### config.mk
export PLATFORM = sky130hd
export DESIGN_NAME = touch_swipe_tap_classifier_core
export DESIGN_NICKNAME = d
export VERILOG_FILES = /design/src/rtl/tstc_pkg.sv /design/src/rtl/touch_swipe_tap_classifier_core.sv /design/src/rtl/tstc_cfg_regs.sv /design/src/rtl/tstc_in_reg.sv /design/src/rtl/tstc_engine.sv
export SDC_FILE = /design/constraint.sdc
export NUM_CORES = 1
export LEC_CHECK = 0
export BUFFER_PORTS_ARGS = -buffer_cell sky130_fd_sc_hd__buf_2
export CAP_MARGIN = 10
export CORE_MARGIN = 2
export CORE_UTILIZATION = 32
export CTS_CLUSTER_SIZE = 28
export DETAILED_ROUTE_END_ITERATION = 12
export GPL_TIMING_DRIVEN = 0
export MAX_ROUTING_LAYER = met4
export PLACE_DENSITY = 0.45
export SYNTH_ARGS = -nofsm -noshare
export SYNTH_HDL_FRONTEND = slang
export SYNTH_HIERARCHICAL = 1
export SYNTH_SLANG_ARGS = --single-unit
### constraint.sdc
create_clock -name clk -period 16.35 [get_ports clk]
set_input_delay 2.4525 -clock clk [delete_from_list [all_inputs] [get_ports clk]]
set_output_delay 2.4525 -clock clk [all_outputs]
set_load 0.03 [all_outputs]
### src/rtl/tstc_pkg.sv
// Types and constants of the touch swipe and tap classifier.
package tstc_pkg;

    localparam int TS_W      = 48;
    localparam int COORD_W   = 10;
    localparam int DIST_W    = 10;
    localparam int LIM_W     = 24;
    localparam int CFG_W     = 24;
    localparam int CFG_IDX_W = 2;
    localparam int OP_W      = 2;
    localparam int ACT_W     = 3;

    typedef enum logic [OP_W-1:0] {
        OP_BEGIN = 2'd0,
        OP_MOVE  = 2'd1,
        OP_END   = 2'd2
    } opcode_t;

    typedef enum logic [ACT_W-1:0] {
        ACT_NONE          = 3'd0,
        ACT_NEXT          = 3'd1,
        ACT_PREVIOUS      = 3'd2,
        ACT_PAGE_NEXT     = 3'd3,
        ACT_PAGE_PREVIOUS = 3'd4,
        ACT_TAP           = 3'd5
    } action_t;

    typedef enum logic [CFG_IDX_W-1:0] {
        REG_SWIPE_MIN     = 2'd0,
        REG_GESTURE_LIMIT = 2'd1,
        REG_TAP_LIMIT     = 2'd2,
        REG_TAP_SLOP      = 2'd3
    } reg_idx_t;

    typedef struct packed {
        logic [DIST_W-1:0] swipe_min;
        logic [LIM_W-1:0]  gesture_limit;
        logic [LIM_W-1:0]  tap_limit;
        logic [DIST_W-1:0] tap_slop;
    } cfg_t;

    localparam logic [DIST_W-1:0] SWIPE_MIN_RST     = 10'd55;
    localparam logic [LIM_W-1:0]  GESTURE_LIMIT_RST = 24'd1500000;
    localparam logic [LIM_W-1:0]  TAP_LIMIT_RST     = 24'd500000;
    localparam logic [DIST_W-1:0] TAP_SLOP_RST      = 10'd16;

endpackage

### src/rtl/touch_swipe_tap_classifier_core.sv
// Touch swipe and tap classifier top level. Takes one begin, move or end
// event per clock cycle unless stalled; every end event yields one action
// beat from the result register, while begin, move and unused opcodes yield
// nothing. One register stage holds the event and one the result, with the
// contact state updated between them; the input stalls only while an end
// event waits for the result register to drain. Only the low TIME_BITS bits
// of the timestamp (at most 48) take part in timing.
module touch_swipe_tap_classifier_core
    import tstc_pkg::*;
#(
    parameter int TIME_BITS = 48
)
(
    input  logic                 clk,
    input  logic                 rst_n,
    input  logic                 cfg_we,
    input  logic [CFG_IDX_W-1:0] cfg_index,
    input  logic [CFG_W-1:0]     cfg_wdata,
    input  logic                 in_valid,
    output logic                 in_stall,
    input  logic [OP_W-1:0]      opcode,
    input  logic [COORD_W-1:0]   touch_x,
    input  logic [COORD_W-1:0]   touch_y,
    input  logic [TS_W-1:0]      timestamp,
    output logic                 out_valid,
    input  logic                 out_stall,
    output logic [ACT_W-1:0]     action
);

    localparam int TW = (TIME_BITS < TS_W) ? TIME_BITS : TS_W;

    cfg_t               cfg;
    logic               advance;
    logic               s1_valid;
    logic [OP_W-1:0]    s1_opcode;
    logic [COORD_W-1:0] s1_x;
    logic [COORD_W-1:0] s1_y;
    logic [TW-1:0]      s1_time;

    tstc_cfg_regs u_cfg (
        .clk       (clk),
        .rst_n     (rst_n),
        .cfg_we    (cfg_we),
        .cfg_index (cfg_index),
        .cfg_wdata (cfg_wdata),
        .cfg       (cfg)
    );

    tstc_in_reg #(
        .TW (TW)
    ) u_in (
        .clk       (clk),
        .rst_n     (rst_n),
        .in_valid  (in_valid),
        .in_stall  (in_stall),
        .opcode    (opcode),
        .touch_x   (touch_x),
        .touch_y   (touch_y),
        .timestamp (timestamp[TW-1:0]),
        .advance   (advance),
        .s1_valid  (s1_valid),
        .s1_opcode (s1_opcode),
        .s1_x      (s1_x),
        .s1_y      (s1_y),
        .s1_time   (s1_time)
    );

    tstc_engine #(
        .TW (TW)
    ) u_engine (
        .clk       (clk),
        .rst_n     (rst_n),
        .cfg       (cfg),
        .s1_valid  (s1_valid),
        .s1_opcode (s1_opcode),
        .s1_x      (s1_x),
        .s1_y      (s1_y),
        .s1_time   (s1_time),
        .advance   (advance),
        .out_valid (out_valid),
        .out_stall (out_stall),
        .action    (action)
    );

endmodule

### src/rtl/tstc_cfg_regs.sv
// Configuration register file of the touch classifier.
module tstc_cfg_regs
    import tstc_pkg::*;
(
    input  logic                 clk,
    input  logic                 rst_n,
    input  logic                 cfg_we,
    input  logic [CFG_IDX_W-1:0] cfg_index,
    input  logic [CFG_W-1:0]     cfg_wdata,
    output cfg_t                 cfg
);

    cfg_t cfg_reg;
    cfg_t cfg_next;

    always_comb
    begin
        cfg_next = cfg_reg;
        if (cfg_we)
        begin
            case (reg_idx_t'(cfg_index))
                REG_SWIPE_MIN:     cfg_next.swipe_min     = cfg_wdata[DIST_W-1:0];
                REG_GESTURE_LIMIT: cfg_next.gesture_limit = cfg_wdata[LIM_W-1:0];
                REG_TAP_LIMIT:     cfg_next.tap_limit     = cfg_wdata[LIM_W-1:0];
                REG_TAP_SLOP:      cfg_next.tap_slop      = cfg_wdata[DIST_W-1:0];
                default:           cfg_next = cfg_reg;
            endcase
        end
    end

    always_ff @(posedge clk or negedge rst_n)
    begin
        if (!rst_n)
        begin
            cfg_reg.swipe_min     <= SWIPE_MIN_RST;
            cfg_reg.gesture_limit <= GESTURE_LIMIT_RST;
            cfg_reg.tap_limit     <= TAP_LIMIT_RST;
            cfg_reg.tap_slop      <= TAP_SLOP_RST;
        end
        else
        begin
            cfg_reg <= cfg_next;
        end
    end

    assign cfg = cfg_reg;

endmodule

### src/rtl/tstc_in_reg.sv
// Input register of the touch classifier: holds one event beat.
module tstc_in_reg
    import tstc_pkg::*;
#(
    parameter int TW = 48
)
(
    input  logic               clk,
    input  logic               rst_n,
    input  logic               in_valid,
    output logic               in_stall,
    input  logic [OP_W-1:0]    opcode,
    input  logic [COORD_W-1:0] touch_x,
    input  logic [COORD_W-1:0] touch_y,
    input  logic [TW-1:0]      timestamp,
    input  logic               advance,
    output logic               s1_valid,
    output logic [OP_W-1:0]    s1_opcode,
    output logic [COORD_W-1:0] s1_x,
    output logic [COORD_W-1:0] s1_y,
    output logic [TW-1:0]      s1_time
);

    logic               valid_reg;
    logic               valid_next;
    logic [OP_W-1:0]    opcode_reg;
    logic [COORD_W-1:0] x_reg;
    logic [COORD_W-1:0] y_reg;
    logic [TW-1:0]      time_reg;
    logic               load;

    assign in_stall   = valid_reg && !advance;
    assign load       = in_valid && !in_stall;
    assign valid_next = load || (valid_reg && !advance);

    always_ff @(posedge clk or negedge rst_n)
    begin
        if (!rst_n)
        begin
            valid_reg <= 1'b0;
        end
        else
        begin
            valid_reg <= valid_next;
        end
    end

    // payload holds no reset
    always_ff @(posedge clk)
    begin
        if (load)
        begin
            opcode_reg <= opcode;
            x_reg      <= touch_x;
            y_reg      <= touch_y;
            time_reg   <= timestamp;
        end
    end

    assign s1_valid  = valid_reg;
    assign s1_opcode = opcode_reg;
    assign s1_x      = x_reg;
    assign s1_y      = y_reg;
    assign s1_time   = time_reg;

endmodule

### src/rtl/tstc_engine.sv
// Contact state, gesture classification and result register.
module tstc_engine
    import tstc_pkg::*;
#(
    parameter int TW = 48
)
(
    input  logic               clk,
    input  logic               rst_n,
    input  cfg_t               cfg,
    input  logic               s1_valid,
    input  logic [OP_W-1:0]    s1_opcode,
    input  logic [COORD_W-1:0] s1_x,
    input  logic [COORD_W-1:0] s1_y,
    input  logic [TW-1:0]      s1_time,
    output logic               advance,
    output logic               out_valid,
    input  logic               out_stall,
    output logic [ACT_W-1:0]   action
);

    logic               active_reg,  active_next;
    logic [COORD_W-1:0] start_x_reg, start_x_next;
    logic [COORD_W-1:0] start_y_reg, start_y_next;
    logic [TW-1:0]      start_t_reg, start_t_next;
    logic [DIST_W-1:0]  dev_x_reg,   dev_x_next;
    logic [DIST_W-1:0]  dev_y_reg,   dev_y_next;
    logic               out_valid_reg, out_valid_next;
    action_t            action_reg,  action_next;

    logic               is_end;
    logic               fire;
    logic [DIST_W-1:0]  adx, ady;
    logic [DIST_W-1:0]  upd_dev_x, upd_dev_y;
    logic [12:0]        adx4, ady4, adx5, ady5;
    logic [TW-1:0]      elapsed;
    logic               backwards, too_long, tap_time_ok;
    logic               h_swipe, v_swipe, tap_ok;
    action_t            end_action;

    assign is_end  = (s1_opcode == OP_END);
    // only an end beat needs the result slot
    assign advance = !(is_end && out_valid_reg && out_stall);
    assign fire    = s1_valid && advance;

    always_comb
    begin
        adx = (s1_x >= start_x_reg) ? (s1_x - start_x_reg) : (start_x_reg - s1_x);
        ady = (s1_y >= start_y_reg) ? (s1_y - start_y_reg) : (start_y_reg - s1_y);
        upd_dev_x = (adx > dev_x_reg) ? adx : dev_x_reg;
        upd_dev_y = (ady > dev_y_reg) ? ady : dev_y_reg;

        adx4 = {1'b0, adx, 2'b00};
        ady4 = {1'b0, ady, 2'b00};
        adx5 = {3'b000, adx} + adx4;
        ady5 = {3'b000, ady} + ady4;

        backwards   = (s1_time < start_t_reg);
        elapsed     = s1_time - start_t_reg;
        too_long    = elapsed > {{(TW-LIM_W){1'b0}}, cfg.gesture_limit};
        tap_time_ok = elapsed <= {{(TW-LIM_W){1'b0}}, cfg.tap_limit};

        h_swipe = (adx >= cfg.swipe_min) && (adx4 > ady5);
        v_swipe = (ady >= cfg.swipe_min) && (ady4 > adx5);
        tap_ok  = tap_time_ok && (upd_dev_x <= cfg.tap_slop) && (upd_dev_y <= cfg.tap_slop);

        if (!active_reg || backwards || too_long)
            end_action = ACT_NONE;
        else if (h_swipe)
            end_action = (s1_x < start_x_reg) ? ACT_NEXT : ACT_PREVIOUS;
        else if (v_swipe)
            end_action = (s1_y < start_y_reg) ? ACT_PAGE_NEXT : ACT_PAGE_PREVIOUS;
        else if (tap_ok)
            end_action = ACT_TAP;
        else
            end_action = ACT_NONE;
    end

    always_comb
    begin
        active_next    = active_reg;
        start_x_next   = start_x_reg;
        start_y_next   = start_y_reg;
        start_t_next   = start_t_reg;
        dev_x_next     = dev_x_reg;
        dev_y_next     = dev_y_reg;
        action_next    = action_reg;
        out_valid_next = out_valid_reg && out_stall;

        if (fire)
        begin
            case (s1_opcode)
                OP_BEGIN:
                begin
                    active_next  = 1'b1;
                    start_x_next = s1_x;
                    start_y_next = s1_y;
                    start_t_next = s1_time;
                    dev_x_next   = '0;
                    dev_y_next   = '0;
                end
                OP_MOVE:
                begin
                    if (active_reg)
                    begin
                        dev_x_next = upd_dev_x;
                        dev_y_next = upd_dev_y;
                    end
                end
                OP_END:
                begin
                    if (active_reg)
                    begin
                        active_next = 1'b0;
                        dev_x_next  = upd_dev_x;
                        dev_y_next  = upd_dev_y;
                    end
                    action_next    = end_action;
                    out_valid_next = 1'b1;
                end
                default:
                begin
                    // unused opcode leaves state alone
                end
            endcase
        end
    end

    always_ff @(posedge clk or negedge rst_n)
    begin
        if (!rst_n)
        begin
            active_reg    <= 1'b0;
            start_x_reg   <= '0;
            start_y_reg   <= '0;
            start_t_reg   <= '0;
            dev_x_reg     <= '0;
            dev_y_reg     <= '0;
            out_valid_reg <= 1'b0;
            action_reg    <= ACT_NONE;
        end
        else
        begin
            active_reg    <= active_next;
            start_x_reg   <= start_x_next;
            start_y_reg   <= start_y_next;
            start_t_reg   <= start_t_next;
            dev_x_reg     <= dev_x_next;
            dev_y_reg     <= dev_y_next;
            out_valid_reg <= out_valid_next;
            action_reg    <= action_next;
        end
    end

    assign out_valid = out_valid_reg;
    assign action    = action_reg;

endmodule

# Word-level counts from Yosys, hierarchy flattened
# Index checks and enable logic that the tools add are counted.
# W data, S select, Z words.
# totals
mem_count	0
latchBits	0
inputBits	101
mem_bits_rw	0
word_cells	91
reg_bits	232
rom_bits	0
# classes
mux	17
shifts	0
div_mod_pow	0
reduce_logical	29
add_sub_neg	7
bitwise_logic	0
n_eq_ne	6
order_cmp	15
n_mul	0
# op_table
cell	n
$mux W10	6
$gt A48 B24 Y1	1
$le A48 B24 Y1	1
$lt A48 B48 Y1	1
$sub A48 B48 Y48	1
$ge A10 B10 Y1	4
$pmux W10 S2	2
$sub A10 B10 Y10	4
$add A10 B12 Y13	2
$gt A12 B13 Y1	2
$gt A10 B10 Y1	2
$le A10 B10 Y1	2
$lt A10 B10 Y1	2
$mux W3	5
$reduce_and A2 Y1	7
$logic_and A1 B1 Y1	10
$eq A2 B2 Y1 const B	3
$eq A2 B1 Y1 const B	2
$logic_not A2 Y1	2
$reduce_bool A2 Y1	2
$logic_not A1 Y1	3
$logic_or A1 B1 Y1	3
$reduce_and A3 Y1	1
$mux W1	2
other kinds (4)	4

# Logic depth before layout (Yosys ltp)
# Gate-level depths: netlist of run 1.
# logic_depth
depth_word	11
depth_mapped	34
ltp_nobuf	33

# Modules after synthesis
# Netlist of run 1, hierarchy kept.
# by_module_without_submodules
mod	area_each_um2	instances	cells_per_inst	seq_area_each_um2
tstc_engine	12664.6	1	1564	2327.2
tstc_cfg_regs	2765.2	1	145	1730.4
tstc_in_reg	2159.6	1	75	2127.0

# Worst setup path after synthesis of run 1
# OpenSTA, ideal clock, no wires.
# synth_path
kind	flip-flop to flip-flop
from	register u_in.x_reg[0] (netlist: u_in/s1_x[0])
to	register u_engine.action_reg[0] (netlist: u_engine/action[0])
period_less_slack_ns	6.692
setup_slack_ns	9.658
path_stages_with_launch	33
arrival_time_ns	6.624
n_path_buf	2
t_required_ns	16.283
setup_time_ns	0.067
cell_sequence	edfxtp_1 -> inv_1 -> ha_1 -> inv_1 -> fa_1 -> a211oi_1 -> nor3_1 -> nor3b_1 -> clkbuf_1 -> mux2i_1 -> o21ai_0 -> a221o_1 -> a21oi_1 -> o21ai_0 -> xor2_1 -> ha_1 -> a21o_1 -> a21o_1 -> a2111oi_0 -> a31oi_1 -> clkbuf_1 -> mux2_2 -> ha_1 -> o21a_1 -> o211ai_1 -> a21oi_1 -> a2111oi_0 -> o22ai_1 -> nor3_1 -> nand3b_1 -> nor4_1 -> or3_1 -> a32o_1
# synth_between
elab_chain_cells	11
# synth_rtl
element	line	source
from (decl)	tstc_in_reg.sv:27	logic [COORD_W-1:0] x_reg;
from (signal assigned)	tstc_in_reg.sv:54	x_reg <= touch_x;
$sub A10 B10 Y10 / $ge A10 B10 Y1 (equally long branches)	tstc_engine.sv:48	adx = (s1_x >= start_x_reg) ? (s1_x - start_x_reg) : (start_x_reg - s1_x);
$mux W10	tstc_engine.sv:48	
$gt A10 B10 Y1	tstc_engine.sv:50	upd_dev_x = (adx > dev_x_reg) ? adx : dev_x_reg;
$mux W10	tstc_engine.sv:50	
$le A10 B10 Y1	tstc_engine.sv:65	tap_ok = tap_time_ok && (upd_dev_x <= cfg.tap_slop) && (upd_dev_y <= cfg.tap_slop);
$logic_and A1 B1 Y1 (2 in series)	tstc_engine.sv:65	
$mux W3	tstc_engine.sv:73	else if (tap_ok)
$mux W3	tstc_engine.sv:71	else if (v_swipe)
$mux W3 (*)	tstc_engine.sv:69	else if (h_swipe)
$mux W3 (*)	tstc_engine.sv:67	if (!active_reg || backwards || too_long)
to (signal assigned)	tstc_engine.sv:151	action_reg <= action_next;
to (decl)	tstc_engine.sv:29	action_t action_reg, action_next;
# Every way passes the cells marked *; elsewhere a longest branch is shown, timed or not.
# A chain may end at the register's enable or synchronous reset.

# Worst setup path after layout of run 1
# Same ends and word-level chain as after synthesis.

==> results of run 1 <==
cell type report:
class / count / area (sq um)
Timing Repair Buffer: 106 / 563
Buffer: 48 / 282
Multi-Input combinational cell: 1297 / 10300
Clock inverter: 13 / 165
Sequential cell: 232 / 6180
Fill cell: 5452 / 34000
Tap cell: 696 / 871
Inverter: 207 / 777
Clock buffer: 41 / 916
cell usage after synthesis (7+ instances only):
| cell | instances |
|---|---|
| nand2_1 | 121 |
| a22o_1 | 18 |
| o211ai_1 | 23 |
| o21ai_0 | 115 |
| nand4_1 | 41 |
| and2_1 | 10 |
| o22ai_1 | 7 |
| a21o_1 | 42 |
| nor2b_1 | 13 |
| dfrtp_1 | 139 |
| mux2i_1 | 12 |
| ha_1 | 232 |
| a211oi_1 | 15 |
| fa_1 | 7 |
| nand3_1 | 30 |
| a31oi_1 | 15 |
| edfxtp_1 | 70 |
| buf_6 | 11 |
| clkbuf_1 | 28 |
| inv_1 | 207 |
| nor3_1 | 35 |
| dfstp_2 | 23 |
| or3_1 | 11 |
| o21bai_1 | 14 |
| nor2_1 | 65 |
| o31ai_1 | 8 |
| a2111oi_0 | 8 |
| nand2b_1 | 11 |
| xnor2_1 | 33 |
| mux2_4 | 40 |
| a21oi_1 | 117 |
| o21a_1 | 17 |
| nor4_1 | 9 |
| xor2_1 | 26 |
| mux2_2 | 88 |
critical path: cells and delay by family (launching register included):
family          cells  cell delay (ns)
buf+inv             4             0.89
mux                 1             0.23
flops               1             0.41
fa+ha+maj           4             1.30
compound gates     16             3.96
xor+xnor            1             0.69
simple gates        7             1.72
per-stage QoR:
step                hold WS, ns  instance area (sq um)  setup WS (ns)  total power [W]  utilization
floorplan                 0.454                  17600           9.66          0.00224            -
global placement          0.487                  19000           7.17          0.00271        0.351
detailed placement        0.483                  19000           7.17          0.00275        0.351
CTS                       0.502                  20100           7.11          0.00349        0.371
global route              0.515                  20100           6.41          0.00380        0.371
finish                    0.502                  20100           7.08          0.00345        0.371
layer usage:
metal	part of all wire	routed length [microns]	vias up
met5	0	0	-
met4	0.022	1070	0
met3	0.032	1550	61
met2	0.48	23100	222
met1	0.47	22600	6547
li1	-	-	6784
worst min-delay path by stage:
| stage | endpoint | slack (ns) |
|---|---|---|
| 2_1_floorplan | u_engine/start_t_reg[0] | 0.45 |
| 3_3_place_gp | u_engine/dev_x_reg[1] | 0.49 |
| 3_5_place_dp | u_engine/dev_y_reg[1] | 0.48 |
| 4_1_cts | u_engine/dev_y_reg[3] | 0.50 |
| 5_1_grt | u_engine/start_t_reg[32] | 0.51 |
| 6_report | u_engine/start_x_reg[9] | 0.50 |
cell families (layout without fill, tap and decap cells):
family / Yosys count / in the layout / share of synthesized area
buffers and inverters: 255 / 415 / 0.0602
DFF: 232 / 232 / 0.352
adders and majority gates: 239 / 239 / 0.173
muxes: 140 / 140 / 0.0973
AOI/OAI and AO/OA: 463 / 463 / 0.172
and+or+nand+nor: 396 / 396 / 0.117
xor gates and xnor gates: 59 / 59 / 0.0294
report_power, final:
group / switching, W / internal [W]
clock: 0.000270 / 0.000440
sequential: 0.0000562 / 0.000705
combinational: 0.00115 / 0.000835
total: 0.00147 / 0.00198
placed cells by master (no fill, tap or decap), types with 65 or more instances in the layout:
master,Yosys,final
o21ai_0,115,115
mux2_2,88,88
edfxtp_1,70,70
ha_1,232,232
nor2_1,65,65
a21oi_1,117,117
nand2_1,121,121
inv_1,207,207
dfrtp_1,139,139
buf_2,6,110
==> run_summary.xml, run 1 <==
<?xml version="1.0" encoding="UTF-8"?>
<metrics>
  <group name="die">
    <metric name="placeableCoreArea" unit="sq mm">0.0541</metric>
    <metric name="floorplan.initialDensity" unit="">0.325</metric>
    <metric name="top_level_ports" unit="">106</metric>
    <metric name="full_die_area" unit="sq mm">0.0569</metric>
    <metric name="rows" unit="">85</metric>
    <metric name="floorplan.die.height" unit="microns">238</metric>
    <metric name="die_w" unit="microns">238</metric>
  </group>
  <group name="logic_synthesis">
    <metric name="netlist_top_cells_area" unit="">dfrtp_1 20%, ha_1 17%, edfxtp_1 12%, mux2_2 5.6%, inv_1 4.4%</metric>
    <metric name="postSynthNetCount" unit="">2124</metric>
    <metric name="synth_flop_cell" unit="">dfrtp_1</metric>
    <metric name="per_instance_average_area_after_synthesis" unit="sq um">9.86</metric>
    <metric name="synth_async_sr_flop_share" unit="">0.698</metric>
    <metric name="synth-edff-count" unit="">70</metric>
    <metric name="synth_seq_cells" unit="">232</metric>
    <metric name="seq_area_frac_synth" unit="">0.352</metric>
    <metric name="synthDominantAreaCellType" unit="">dfrtp_1</metric>
    <metric name="synthCells" unit="">1784</metric>
    <metric name="synth_warnings" unit="">6</metric>
    <metric name="netlist.area_leader.share" unit="">0.198</metric>
    <metric name="synth.lib_cells_used.distinct" unit="">86</metric>
    <metric name="synth_area" unit="sq mm">0.0176</metric>
  </group>
  <group name="drt">
    <metric name="detail-route-antenna-nets" unit="">0</metric>
    <metric name="route.detailed.vias_per_inst" unit="">5.16</metric>
    <metric name="route.final.wire_length" unit="mm">48.3</metric>
    <metric name="routed-via-count" unit="">13614</metric>
    <metric name="route.detailed.drc" unit="">0</metric>
    <metric name="drt_pre_antenna_iters" unit="">5</metric>
    <metric name="detailedRoute.firstIterationViolations" unit="">805</metric>
    <metric name="wl_per_cell" unit="microns">18.3</metric>
  </group>
  <group name="setup_path">
    <metric name="cpPeakStageDelay" unit="ns">0.73</metric>
    <metric name="crit_arrival" unit="ns">9.80</metric>
    <metric name="timing.critical_path.to" unit="">u_engine/action[0]</metric>
    <metric name="cp_data_required_time" unit="ns">16.87</metric>
    <metric name="end_kind" unit="">flip-flop</metric>
    <metric name="critical_path.startpoint" unit="">u_in/s1_x[0]</metric>
    <metric name="critical_path_peak_fanout" unit="">10</metric>
    <metric name="worst_r2r_path_depth" unit="">33</metric>
    <metric name="critPathKind" unit="">flip-flop to flip-flop</metric>
    <metric name="timing.rr.start" unit="">u_in/s1_x[0]</metric>
    <metric name="worstReg2RegEnd" unit="">u_engine/action[0]</metric>
    <metric name="cp-start-kind" unit="">flip-flop</metric>
    <metric name="cp_slowest_cell" unit="">a2111oi_0</metric>
    <metric name="crit_top_cell" unit="">o21ai_0</metric>
    <metric name="reg2reg_slack" unit="ns">7.08</metric>
  </group>
  <group name="sta">
    <metric name="max_freq" unit="GHz">0.108</metric>
    <metric name="finalHoldViolations" unit="">0</metric>
    <metric name="finalSetupViolations" unit="">0</metric>
    <metric name="fin_crit_sh" unit="">0.567</metric>
    <metric name="final_period_minus_worst_setup_slack" unit="ns">9.27</metric>
    <metric name="relSlewSlack" unit="">0.286</metric>
    <metric name="slew_viol_final" unit="">0</metric>
    <metric name="worst_slew_pin_slew" unit="ns">1.07</metric>
    <metric name="clock-skew-final" unit="ns">0.0246</metric>
    <metric name="rsz0062_at_grt" unit="">false</metric>
    <metric name="setup_total_negative_slack" unit="ns">0</metric>
  </group>
  <group name="finish">
    <metric name="layout_cell_share_with_drive_strength_beyond_1" unit="">0.185</metric>
    <metric name="fin_cells" unit="">2640</metric>
    <metric name="synthToLayoutAreaGrowth" unit="%">14.3</metric>
    <metric name="n_antenna_cell" unit="">0</metric>
    <metric name="fin_nets" unit="">2261</metric>
    <metric name="largest_register_ff_count" unit="">68</metric>
  </group>
  <group name="power_and_ir_drop">
    <metric name="power-per-cell-area" unit="mW/mm^2">172</metric>
    <metric name="vdd.ir_drop.worst" unit="V">0.0000945</metric>
    <metric name="total_leakage_power" unit="nW">9.30</metric>
  </group>
  <group name="cts">
    <metric name="htreeDepth" unit="">1</metric>
    <metric name="clock_tree.buffer_depth" unit="">3</metric>
    <metric name="post-cts-setup-buffers" unit="">0</metric>
    <metric name="tritoncts" unit="">yes</metric>
    <metric name="clk-insertion-delay-late" unit="ns">0.59</metric>
    <metric name="cts_root_buf" unit="">clkbuf_16</metric>
    <metric name="ctsHoldBuffers" unit="">0</metric>
    <metric name="numCtsBuffers" unit="">29</metric>
    <metric name="cts.repair.resized" unit="">0</metric>
    <metric name="sinks_on_the_clock_net" unit="">232</metric>
    <metric name="path_clk_slew" unit="ns">0.06</metric>
  </group>
  <group name="global_routing">
    <metric name="grt_usage" unit="">0.177</metric>
    <metric name="grt.met1_usage" unit="">0.228</metric>
    <metric name="busiest_metal_layer_after_global_routing" unit="">met2</metric>
    <metric name="grt_start_max_net_pins" unit="">91</metric>
    <metric name="grt.met2_usage" unit="">0.301</metric>
    <metric name="use_met3" unit="">0.0201</metric>
    <metric name="grt_pass1_wl" unit="mm">77.3</metric>
    <metric name="vias_in_the_first_global_route" unit="">13965</metric>
    <metric name="antenna_found_initial" unit="">0</metric>
    <metric name="grt.overflow.total" unit="">0</metric>
  </group>
  <group name="run_status">
    <metric name="status" unit="">finished, final reports clean</metric>
  </group>
  <group name="placed_design">
    <metric name="total_instance_count_after_detailed_placement" unit="">2586</metric>
    <metric name="io_buffers" unit="">105</metric>
    <metric name="place.gp.congestion" unit="">0.897</metric>
    <metric name="hpwl_after_detailed_placement" unit="mm">37.9</metric>
  </group>
  <group name="min_path">
    <metric name="min_delay_path_depth" unit="">1</metric>
    <metric name="hold_start" unit="">u_engine/start_x_reg[9]</metric>
    <metric name="hold_class" unit="">flip-flop to flip-flop</metric>
  </group>
  <group name="flow_run">
    <metric name="cap_violations" unit="">0</metric>
  </group>
</metrics>
Note: power is estimated with default switching activity, not from simulation.
==> run 2: changes to the inputs <==
Settings changed: PLACE_DENSITY 0.45 to 0.47.
Clock period 16.35 ns to 7.69 ns, I/O delays scaled along.
==> run_summary.xml, run 2 (same netlist as run 1, synthesis figures left out) <==
<?xml version="1.0" encoding="UTF-8"?>
<metrics>
  <group name="cts">
    <metric name="clk-insertion-delay-late" unit="ns">0.58</metric>
    <metric name="clock_tree.buffer_depth" unit="">3</metric>
    <metric name="htreeDepth" unit="">1</metric>
    <metric name="cts_root_buf" unit="">clkbuf_16</metric>
    <metric name="sinks_on_the_clock_net" unit="">232</metric>
    <metric name="numCtsBuffers" unit="">30</metric>
    <metric name="path_clk_slew" unit="ns">0.06</metric>
    <metric name="tritoncts" unit="">yes</metric>
  </group>
  <group name="setup_path">
    <metric name="critical_path_peak_fanout" unit="">10</metric>
    <metric name="critical_path.startpoint" unit="">u_in/s1_x[0]</metric>
    <metric name="cp_slowest_cell" unit="">fa_1</metric>
    <metric name="cp-start-kind" unit="">flip-flop</metric>
    <metric name="cpPeakStageDelay" unit="ns">0.43</metric>
    <metric name="timing.rr.start" unit="">u_in/s1_x[0]</metric>
    <metric name="end_kind" unit="">flip-flop</metric>
    <metric name="critPathKind" unit="">flip-flop to flip-flop</metric>
    <metric name="cp_data_required_time" unit="ns">8.20</metric>
    <metric name="crit_arrival" unit="ns">7.74</metric>
  </group>
  <group name="min_path">
    <metric name="hold_class" unit="">flip-flop to flip-flop</metric>
    <metric name="hold_start" unit="">u_engine/dev_y_reg[4]</metric>
  </group>
  <group name="die">
    <metric name="floorplan.initialDensity" unit="">0.325</metric>
    <metric name="die_w" unit="microns">238</metric>
    <metric name="placeableCoreArea" unit="sq mm">0.0541</metric>
    <metric name="floorplan.die.height" unit="microns">238</metric>
    <metric name="rows" unit="">85</metric>
    <metric name="top_level_ports" unit="">106</metric>
    <metric name="full_die_area" unit="sq mm">0.0569</metric>
  </group>
  <group name="drt">
    <metric name="drt_pre_antenna_iters" unit="">5</metric>
    <metric name="route.detailed.vias_per_inst" unit="">5.14</metric>
    <metric name="route.final.wire_length" unit="mm">48.3</metric>
    <metric name="detailedRoute.firstIterationViolations" unit="">766</metric>
    <metric name="routed-via-count" unit="">13604</metric>
    <metric name="route.detailed.drc" unit="">0</metric>
    <metric name="wl_per_cell" unit="microns">18.3</metric>
    <metric name="detail-route-antenna-nets" unit="">0</metric>
  </group>
  <group name="global_routing">
    <metric name="grt.overflow.total" unit="">0</metric>
    <metric name="vias_in_the_first_global_route" unit="">13684</metric>
    <metric name="antenna_found_initial" unit="">1</metric>
    <metric name="grt_pass1_wl" unit="mm">76.8</metric>
    <metric name="grt_start_max_net_pins" unit="">93</metric>
    <metric name="grt_usage" unit="">0.176</metric>
  </group>
  <group name="sta">
    <metric name="final_period_minus_worst_setup_slack" unit="ns">7.23</metric>
    <metric name="final.setup.worst_slack" unit="ns">0.460</metric>
    <metric name="relSlewSlack" unit="">0.316</metric>
    <metric name="fin_crit_sh" unit="">0.940</metric>
    <metric name="slew_viol_final" unit="">0</metric>
    <metric name="setup_total_negative_slack" unit="ns">0</metric>
    <metric name="finalHoldViolations" unit="">0</metric>
    <metric name="clock-skew-final" unit="ns">0.0129</metric>
    <metric name="finalSetupViolations" unit="">0</metric>
    <metric name="worst_slew_pin_slew" unit="ns">1.02</metric>
    <metric name="max_freq" unit="GHz">0.138</metric>
  </group>
  <group name="finish">
    <metric name="mostFrequentLayoutCell" unit="">ha_1</metric>
    <metric name="final_core_utilization" unit="">0.374</metric>
    <metric name="synthToLayoutAreaGrowth" unit="%">15.0</metric>
    <metric name="n_fill_cell" unit="">5421</metric>
    <metric name="mostFrequentLayoutCells" unit="">232 x ha_1, 207 x inv_1, 139 x dfrtp_1</metric>
    <metric name="area_used_by_multi_input_combinational_logic" unit="sq mm">0.0104</metric>
    <metric name="layout_cell_share_with_drive_strength_beyond_1" unit="">0.192</metric>
    <metric name="largest_register_ff_count" unit="">68</metric>
    <metric name="sequential_cell_area" unit="sq mm">0.00618</metric>
    <metric name="fin_nets" unit="">2266</metric>
  </group>
  <group name="flow_run">
    <metric name="cap_violations" unit="">0</metric>
  </group>
  <group name="power_and_ir_drop">
    <metric name="gate_power_share" unit="">0.577</metric>
    <metric name="total_power_after_layout" unit="W">0.00743</metric>
    <metric name="power-per-cell-area" unit="mW/mm^2">367</metric>
    <metric name="vdd.ir_drop.worst" unit="V">0.000172</metric>
    <metric name="sw_frac_of_total" unit="">0.425</metric>
    <metric name="power.share.clock" unit="">0.205</metric>
    <metric name="total_leakage_power" unit="nW">9.35</metric>
    <metric name="power_report.internal_total" unit="W">0.00428</metric>
    <metric name="p_sw" unit="W">0.00316</metric>
    <metric name="seq_power_share" unit="">0.218</metric>
  </group>
  <group name="placed_design">
    <metric name="place.gp.congestion" unit="">0.886</metric>
    <metric name="hpwl_after_detailed_placement" unit="mm">37.7</metric>
    <metric name="place_ws" unit="ns">-1.34</metric>
    <metric name="io_buffers" unit="">105</metric>
  </group>
  <group name="run_status">
    <metric name="status" unit="">finished, final reports clean</metric>
  </group>
</metrics>
[run 2: power groups by stage]
stage               registers [W]  logic (W)  clock network (W)
global route              0.00165    0.00490            0.00164
CTS                       0.00162    0.00427            0.00159
floorplan                 0.00160    0.00317                  0
finish                    0.00162    0.00429            0.00153
detailed placement        0.00164    0.00421                  0
global placement          0.00163    0.00414                  0
[run 2: what timing repair did]
action / CTS / global route
buffers inserted: 2 / 3
pin swaps: 2 / 3
hold buffers: 0 / 0
resized for setup: 10 / 14
setup endpoints to repair: 2 / 2
[run 2: area by class of cell]
type / count / share of cell area
clock inverters: 19 / 0.0133
repair buffers: 111 / 0.0297
well taps: 696 / 0.0431
multi-input cells: 1297 / 0.515
flip-flops and latches: 232 / 0.306
clock buffers: 37 / 0.0405
inverters: 207 / 0.0384
diodes: 2 / 0.000247
plain buffers: 47 / 0.0142
[run 2: worst paths after layout]
path / end / slack [ns] / cells after the start
min reg2reg: u_engine/dev_y_reg[4] / 0.50 / 1
max: u_engine/action[0] / 0.46 / 35
min in group asynchronous: u_cfg/cfg[61] / 0.56 / 1
min: u_engine/dev_y_reg[4] / 0.50 / 1
max reg2reg: u_engine/action[0] / 0.46 / 35
max in group asynchronous: u_cfg/cfg[54] / 6.24 / 2
[run 2: worst max-delay path: cells and delay by family, from the launching register on]
| family | cells | cell delay, ns |
|---|---|---|
| buffers and inverters | 5 | 0.75 |
| muxes | 1 | 0.17 |
| adders and majority gates | 4 | 1.17 |
| AOI/OAI and AO/OA | 16 | 3.03 |
| DFF | 1 | 0.41 |
| xor gates and xnor gates | 1 | 0.20 |
| and+or+nand+nor | 8 | 1.42 |
[run 2: through the flow]
| step | instances | cell area (sq um) | hold slack, ns |
|---|---|---|---|
| after floorplan | 1784 | 17600 | 0.454 |
| after global placement | 2585 | 19000 | 0.475 |
| after detailed placement | 2586 | 19000 | 0.482 |
| after CTS | 2644 | 20200 | 0.502 |
| after global routing | 2647 | 20200 | 0.510 |
| final | 2648 | 20200 | 0.498 |
[run 2: routing by layer]
layer,vias up,share of wire,track usage
met3,77,0.034,0.0220
met2,241,0.48,0.298
met4,0,0.027,0.0432
met1,6503,0.46,0.224
met5,-,0,-
li1,6783,-,-
==> run 3: changes to the inputs <==
--- a/config.mk
+++ b/config.mk
@@ -6,5 +6,5 @@
 export NUM_CORES = 1
 export LEC_CHECK = 0
-export BUFFER_PORTS_ARGS = -buffer_cell sky130_fd_sc_hd__buf_2
+export BUFFER_PORTS_ARGS = -buffer_cell sky130_fd_sc_hd__clkbuf_2
 export CAP_MARGIN = 10
 export CORE_MARGIN = 2
==> constraint.sdc (replaced) <==
create_clock -name clk -period 7.69 [get_ports clk]
set_input_delay 1.538 -clock clk [delete_from_list [all_inputs] [get_ports clk]]
set_output_delay 1.538 -clock clk [all_outputs]
set_load 0.02 [all_outputs]
==> run_summary.xml, run 3 (same netlist as run 1, synthesis figures left out) <==
<?xml version="1.0" encoding="UTF-8"?>
<metrics>
  <group name="run_status">
    <metric name="status" unit="">finished, final reports clean</metric>
  </group>
  <group name="die">
    <metric name="placeableCoreArea" unit="sq mm">0.0541</metric>
    <metric name="full_die_area" unit="sq mm">0.0569</metric>
    <metric name="floorplan.die.height" unit="microns">238</metric>
    <metric name="top_level_ports" unit="">106</metric>
    <metric name="floorplan.initialDensity" unit="">0.325</metric>
    <metric name="die_w" unit="microns">238</metric>
    <metric name="rows" unit="">85</metric>
  </group>
  <group name="sta">
    <metric name="fin_crit_sh" unit="">0.938</metric>
    <metric name="finalSetupViolations" unit="">0</metric>
    <metric name="slew_viol_final" unit="">0</metric>
    <metric name="clock-skew-final" unit="ns">0.0173</metric>
    <metric name="final.setup.worst_slack" unit="ns">0.480</metric>
    <metric name="max_freq" unit="GHz">0.139</metric>
    <metric name="finalHoldViolations" unit="">0</metric>
    <metric name="final_period_minus_worst_setup_slack" unit="ns">7.21</metric>
    <metric name="relSlewSlack" unit="">0.303</metric>
    <metric name="worst_slew_pin_slew" unit="ns">1.04</metric>
    <metric name="hold_slack" unit="ns">0.497</metric>
  </group>
  <group name="drt">
    <metric name="detail-route-antenna-nets" unit="">0</metric>
    <metric name="route.final.wire_length" unit="mm">48.5</metric>
    <metric name="drt_pre_antenna_iters" unit="">5</metric>
    <metric name="route.detailed.vias_per_inst" unit="">5.17</metric>
    <metric name="routed-via-count" unit="">13675</metric>
    <metric name="detailedRoute.firstIterationViolations" unit="">756</metric>
    <metric name="wl_per_cell" unit="microns">18.3</metric>
    <metric name="route.detailed.drc" unit="">0</metric>
  </group>
  <group name="setup_path">
    <metric name="crit_arrival" unit="ns">7.72</metric>
    <metric name="critPathKind" unit="">flip-flop to flip-flop</metric>
    <metric name="cpPeakStageDelay" unit="ns">0.44</metric>
    <metric name="worstReg2RegEnd" unit="">u_engine/action[0]</metric>
    <metric name="cp_slowest_cell" unit="">a2111oi_1</metric>
    <metric name="cp-start-kind" unit="">flip-flop</metric>
    <metric name="reg2reg_slack" unit="ns">0.48</metric>
    <metric name="critical_path_buf_inv_count" unit="">5</metric>
    <metric name="crit_family" unit="">compound AO/OA/AOI/OAI gates</metric>
    <metric name="worst_r2r_path_depth" unit="">33</metric>
    <metric name="critical_path_peak_fanout" unit="">10</metric>
    <metric name="cp_data_required_time" unit="ns">8.20</metric>
    <metric name="timing.rr.start" unit="">u_in/s1_x[5]</metric>
    <metric name="end_kind" unit="">flip-flop</metric>
  </group>
  <group name="global_routing">
    <metric name="antenna_found_initial" unit="">1</metric>
    <metric name="grt_pass1_wl" unit="mm">76.5</metric>
    <metric name="vias_in_the_first_global_route" unit="">13709</metric>
    <metric name="grt_usage" unit="">0.176</metric>
    <metric name="grt_start_max_net_pins" unit="">71</metric>
    <metric name="grt.overflow.total" unit="">0</metric>
  </group>
  <group name="finish">
    <metric name="final_core_utilization" unit="">0.372</metric>
    <metric name="largest_register_ff_count" unit="">68</metric>
    <metric name="design_area" unit="sq mm">0.0201</metric>
    <metric name="mostFrequentLayoutCell" unit="">ha_1</metric>
    <metric name="synthToLayoutAreaGrowth" unit="%">14.5</metric>
    <metric name="mostFrequentLayoutCells" unit="">232 x ha_1, 207 x inv_1, 139 x dfrtp_1</metric>
    <metric name="fin_nets" unit="">2266</metric>
    <metric name="fin_cells" unit="">2645</metric>
    <metric name="layout_cell_share_with_drive_strength_beyond_1" unit="">0.187</metric>
  </group>
  <group name="cts">
    <metric name="clock_tree.buffer_depth" unit="">3</metric>
    <metric name="htreeDepth" unit="">1</metric>
    <metric name="path_clk_slew" unit="ns">0.06</metric>
    <metric name="sinks_on_the_clock_net" unit="">232</metric>
    <metric name="clk-insertion-delay-late" unit="ns">0.59</metric>
    <metric name="cts_root_buf" unit="">clkbuf_16</metric>
    <metric name="numCtsBuffers" unit="">29</metric>
    <metric name="tritoncts" unit="">yes</metric>
    <metric name="ctsHoldBuffers" unit="">0</metric>
  </group>
  <group name="power_and_ir_drop">
    <metric name="p_sw" unit="W">0.00315</metric>
    <metric name="power.share.clock" unit="">0.197</metric>
    <metric name="vdd.ir_drop.worst" unit="V">0.000189</metric>
    <metric name="gate_power_share" unit="">0.583</metric>
    <metric name="power-per-cell-area" unit="mW/mm^2">365</metric>
    <metric name="power_report.internal_total" unit="W">0.00421</metric>
    <metric name="seq_power_share" unit="">0.220</metric>
    <metric name="total_leakage_power" unit="nW">9.32</metric>
    <metric name="sw_frac_of_total" unit="">0.428</metric>
  </group>
  <group name="placed_design">
    <metric name="total_instance_count_after_detailed_placement" unit="">2587</metric>
    <metric name="placed_cell_area" unit="sq mm">0.0190</metric>
    <metric name="io_buffers" unit="">105</metric>
    <metric name="place_ws" unit="ns">-1.21</metric>
    <metric name="hpwl_after_detailed_placement" unit="mm">38.0</metric>
    <metric name="place.gp.congestion" unit="">0.858</metric>
  </group>
  <group name="min_path">
    <metric name="min_to" unit="">u_engine/dev_x_reg[1]</metric>
    <metric name="hold_start" unit="">u_engine/dev_x_reg[1]</metric>
    <metric name="min_delay_path_depth" unit="">1</metric>
    <metric name="hold_class" unit="">flip-flop to flip-flop</metric>
  </group>
  <group name="flow_run">
    <metric name="cap_violations" unit="">0</metric>
  </group>
</metrics>
-- run 3: changes by cell type in the layout (fill, tap and decap cells not counted), moves of 2 or more --
cell and change:
buf_2 -105, clkbuf_8 +2, clkbuf_2 +104, clkinv_4 -2
clkbuf_16 -2, clkinv_2 -6, clkbuf_1 +7
-- run 3: worst max path at each step --
| stage | start | endpoint | slack (ns) | cells after the start |
|---|---|---|---|---|
| floorplan | u_in/s1_x[0] | u_engine/action[0] | 1.0 | 32 |
| global placement | u_in/s1_x[0] | u_engine/action[0] | -1.15 | 33 |
| detailed placement | u_in/s1_x[0] | u_engine/action[0] | -1.21 | 33 |
| CTS | u_in/s1_x[0] | u_engine/action[0] | 0.01 | 34 |
| global route | u_in/s1_x[0] | u_engine/action[0] | -0.09 | 35 |
| finish | u_in/s1_x[5] | u_engine/action[0] | 0.48 | 33 |
-- run 3: final cells by class --
class	instances	area, sq um
Fill cell	5451	34000
Multi-Input combinational cell	1297	10400
Sequential cell	232	6180
Tap cell	696	871
Clock buffer	41	801
Inverter	207	777
Timing Repair Buffer	111	619
Buffer	48	287
Clock inverter	12	208
Antenna cell	1	2.50
-- run 3: timing repair --
item / 4_1_cts / 5_1_grt
resized for setup: 9 / 9
endpoints found under the setup margin: 2 / 3
pin swaps: 1 / 1
buffers inserted: 2 / 2
-- run 3: worst reg2reg max path, delay by kind of cell (launching register included) --
kind	cells	cell delay (ns)
compound gates	17	3.36
flops	1	0.35
xor+xnor	1	0.20
mux	1	0.34
buf+inv	5	0.92
fa+ha+maj	3	0.85
simple gates	6	1.13
-- run 3: power groups by stage --
stage          clock (W)  sequential, W  combinational, W
2_1_floorplan          0        0.00160           0.00317
3_3_place_gp           0        0.00163           0.00412
3_5_place_dp           0        0.00164           0.00422
4_1_cts          0.00151        0.00162           0.00428
5_1_grt          0.00155        0.00165           0.00489
6_report         0.00145        0.00162           0.00429
-- run 3: metrics by stage --
| stage | setup TNS, ns | total power (W) |
|---|---|---|
| floorplan | 0 | 0.00477 |
| global placement | -2.23 | 0.00575 |
| detailed placement | -2.32 | 0.00585 |
| CTS | 0 | 0.00741 |
| global route | -0.101 | 0.00808 |
| finish | 0 | 0.00735 |
-- run 3: routing by layer --
| metal | track usage | part of all wire |
|---|---|---|
| met5 | - | 0 |
| met3 | 0.0252 | 0.037 |
| met2 | 0.296 | 0.48 |
| met4 | 0.0472 | 0.027 |
| met1 | 0.221 | 0.46 |
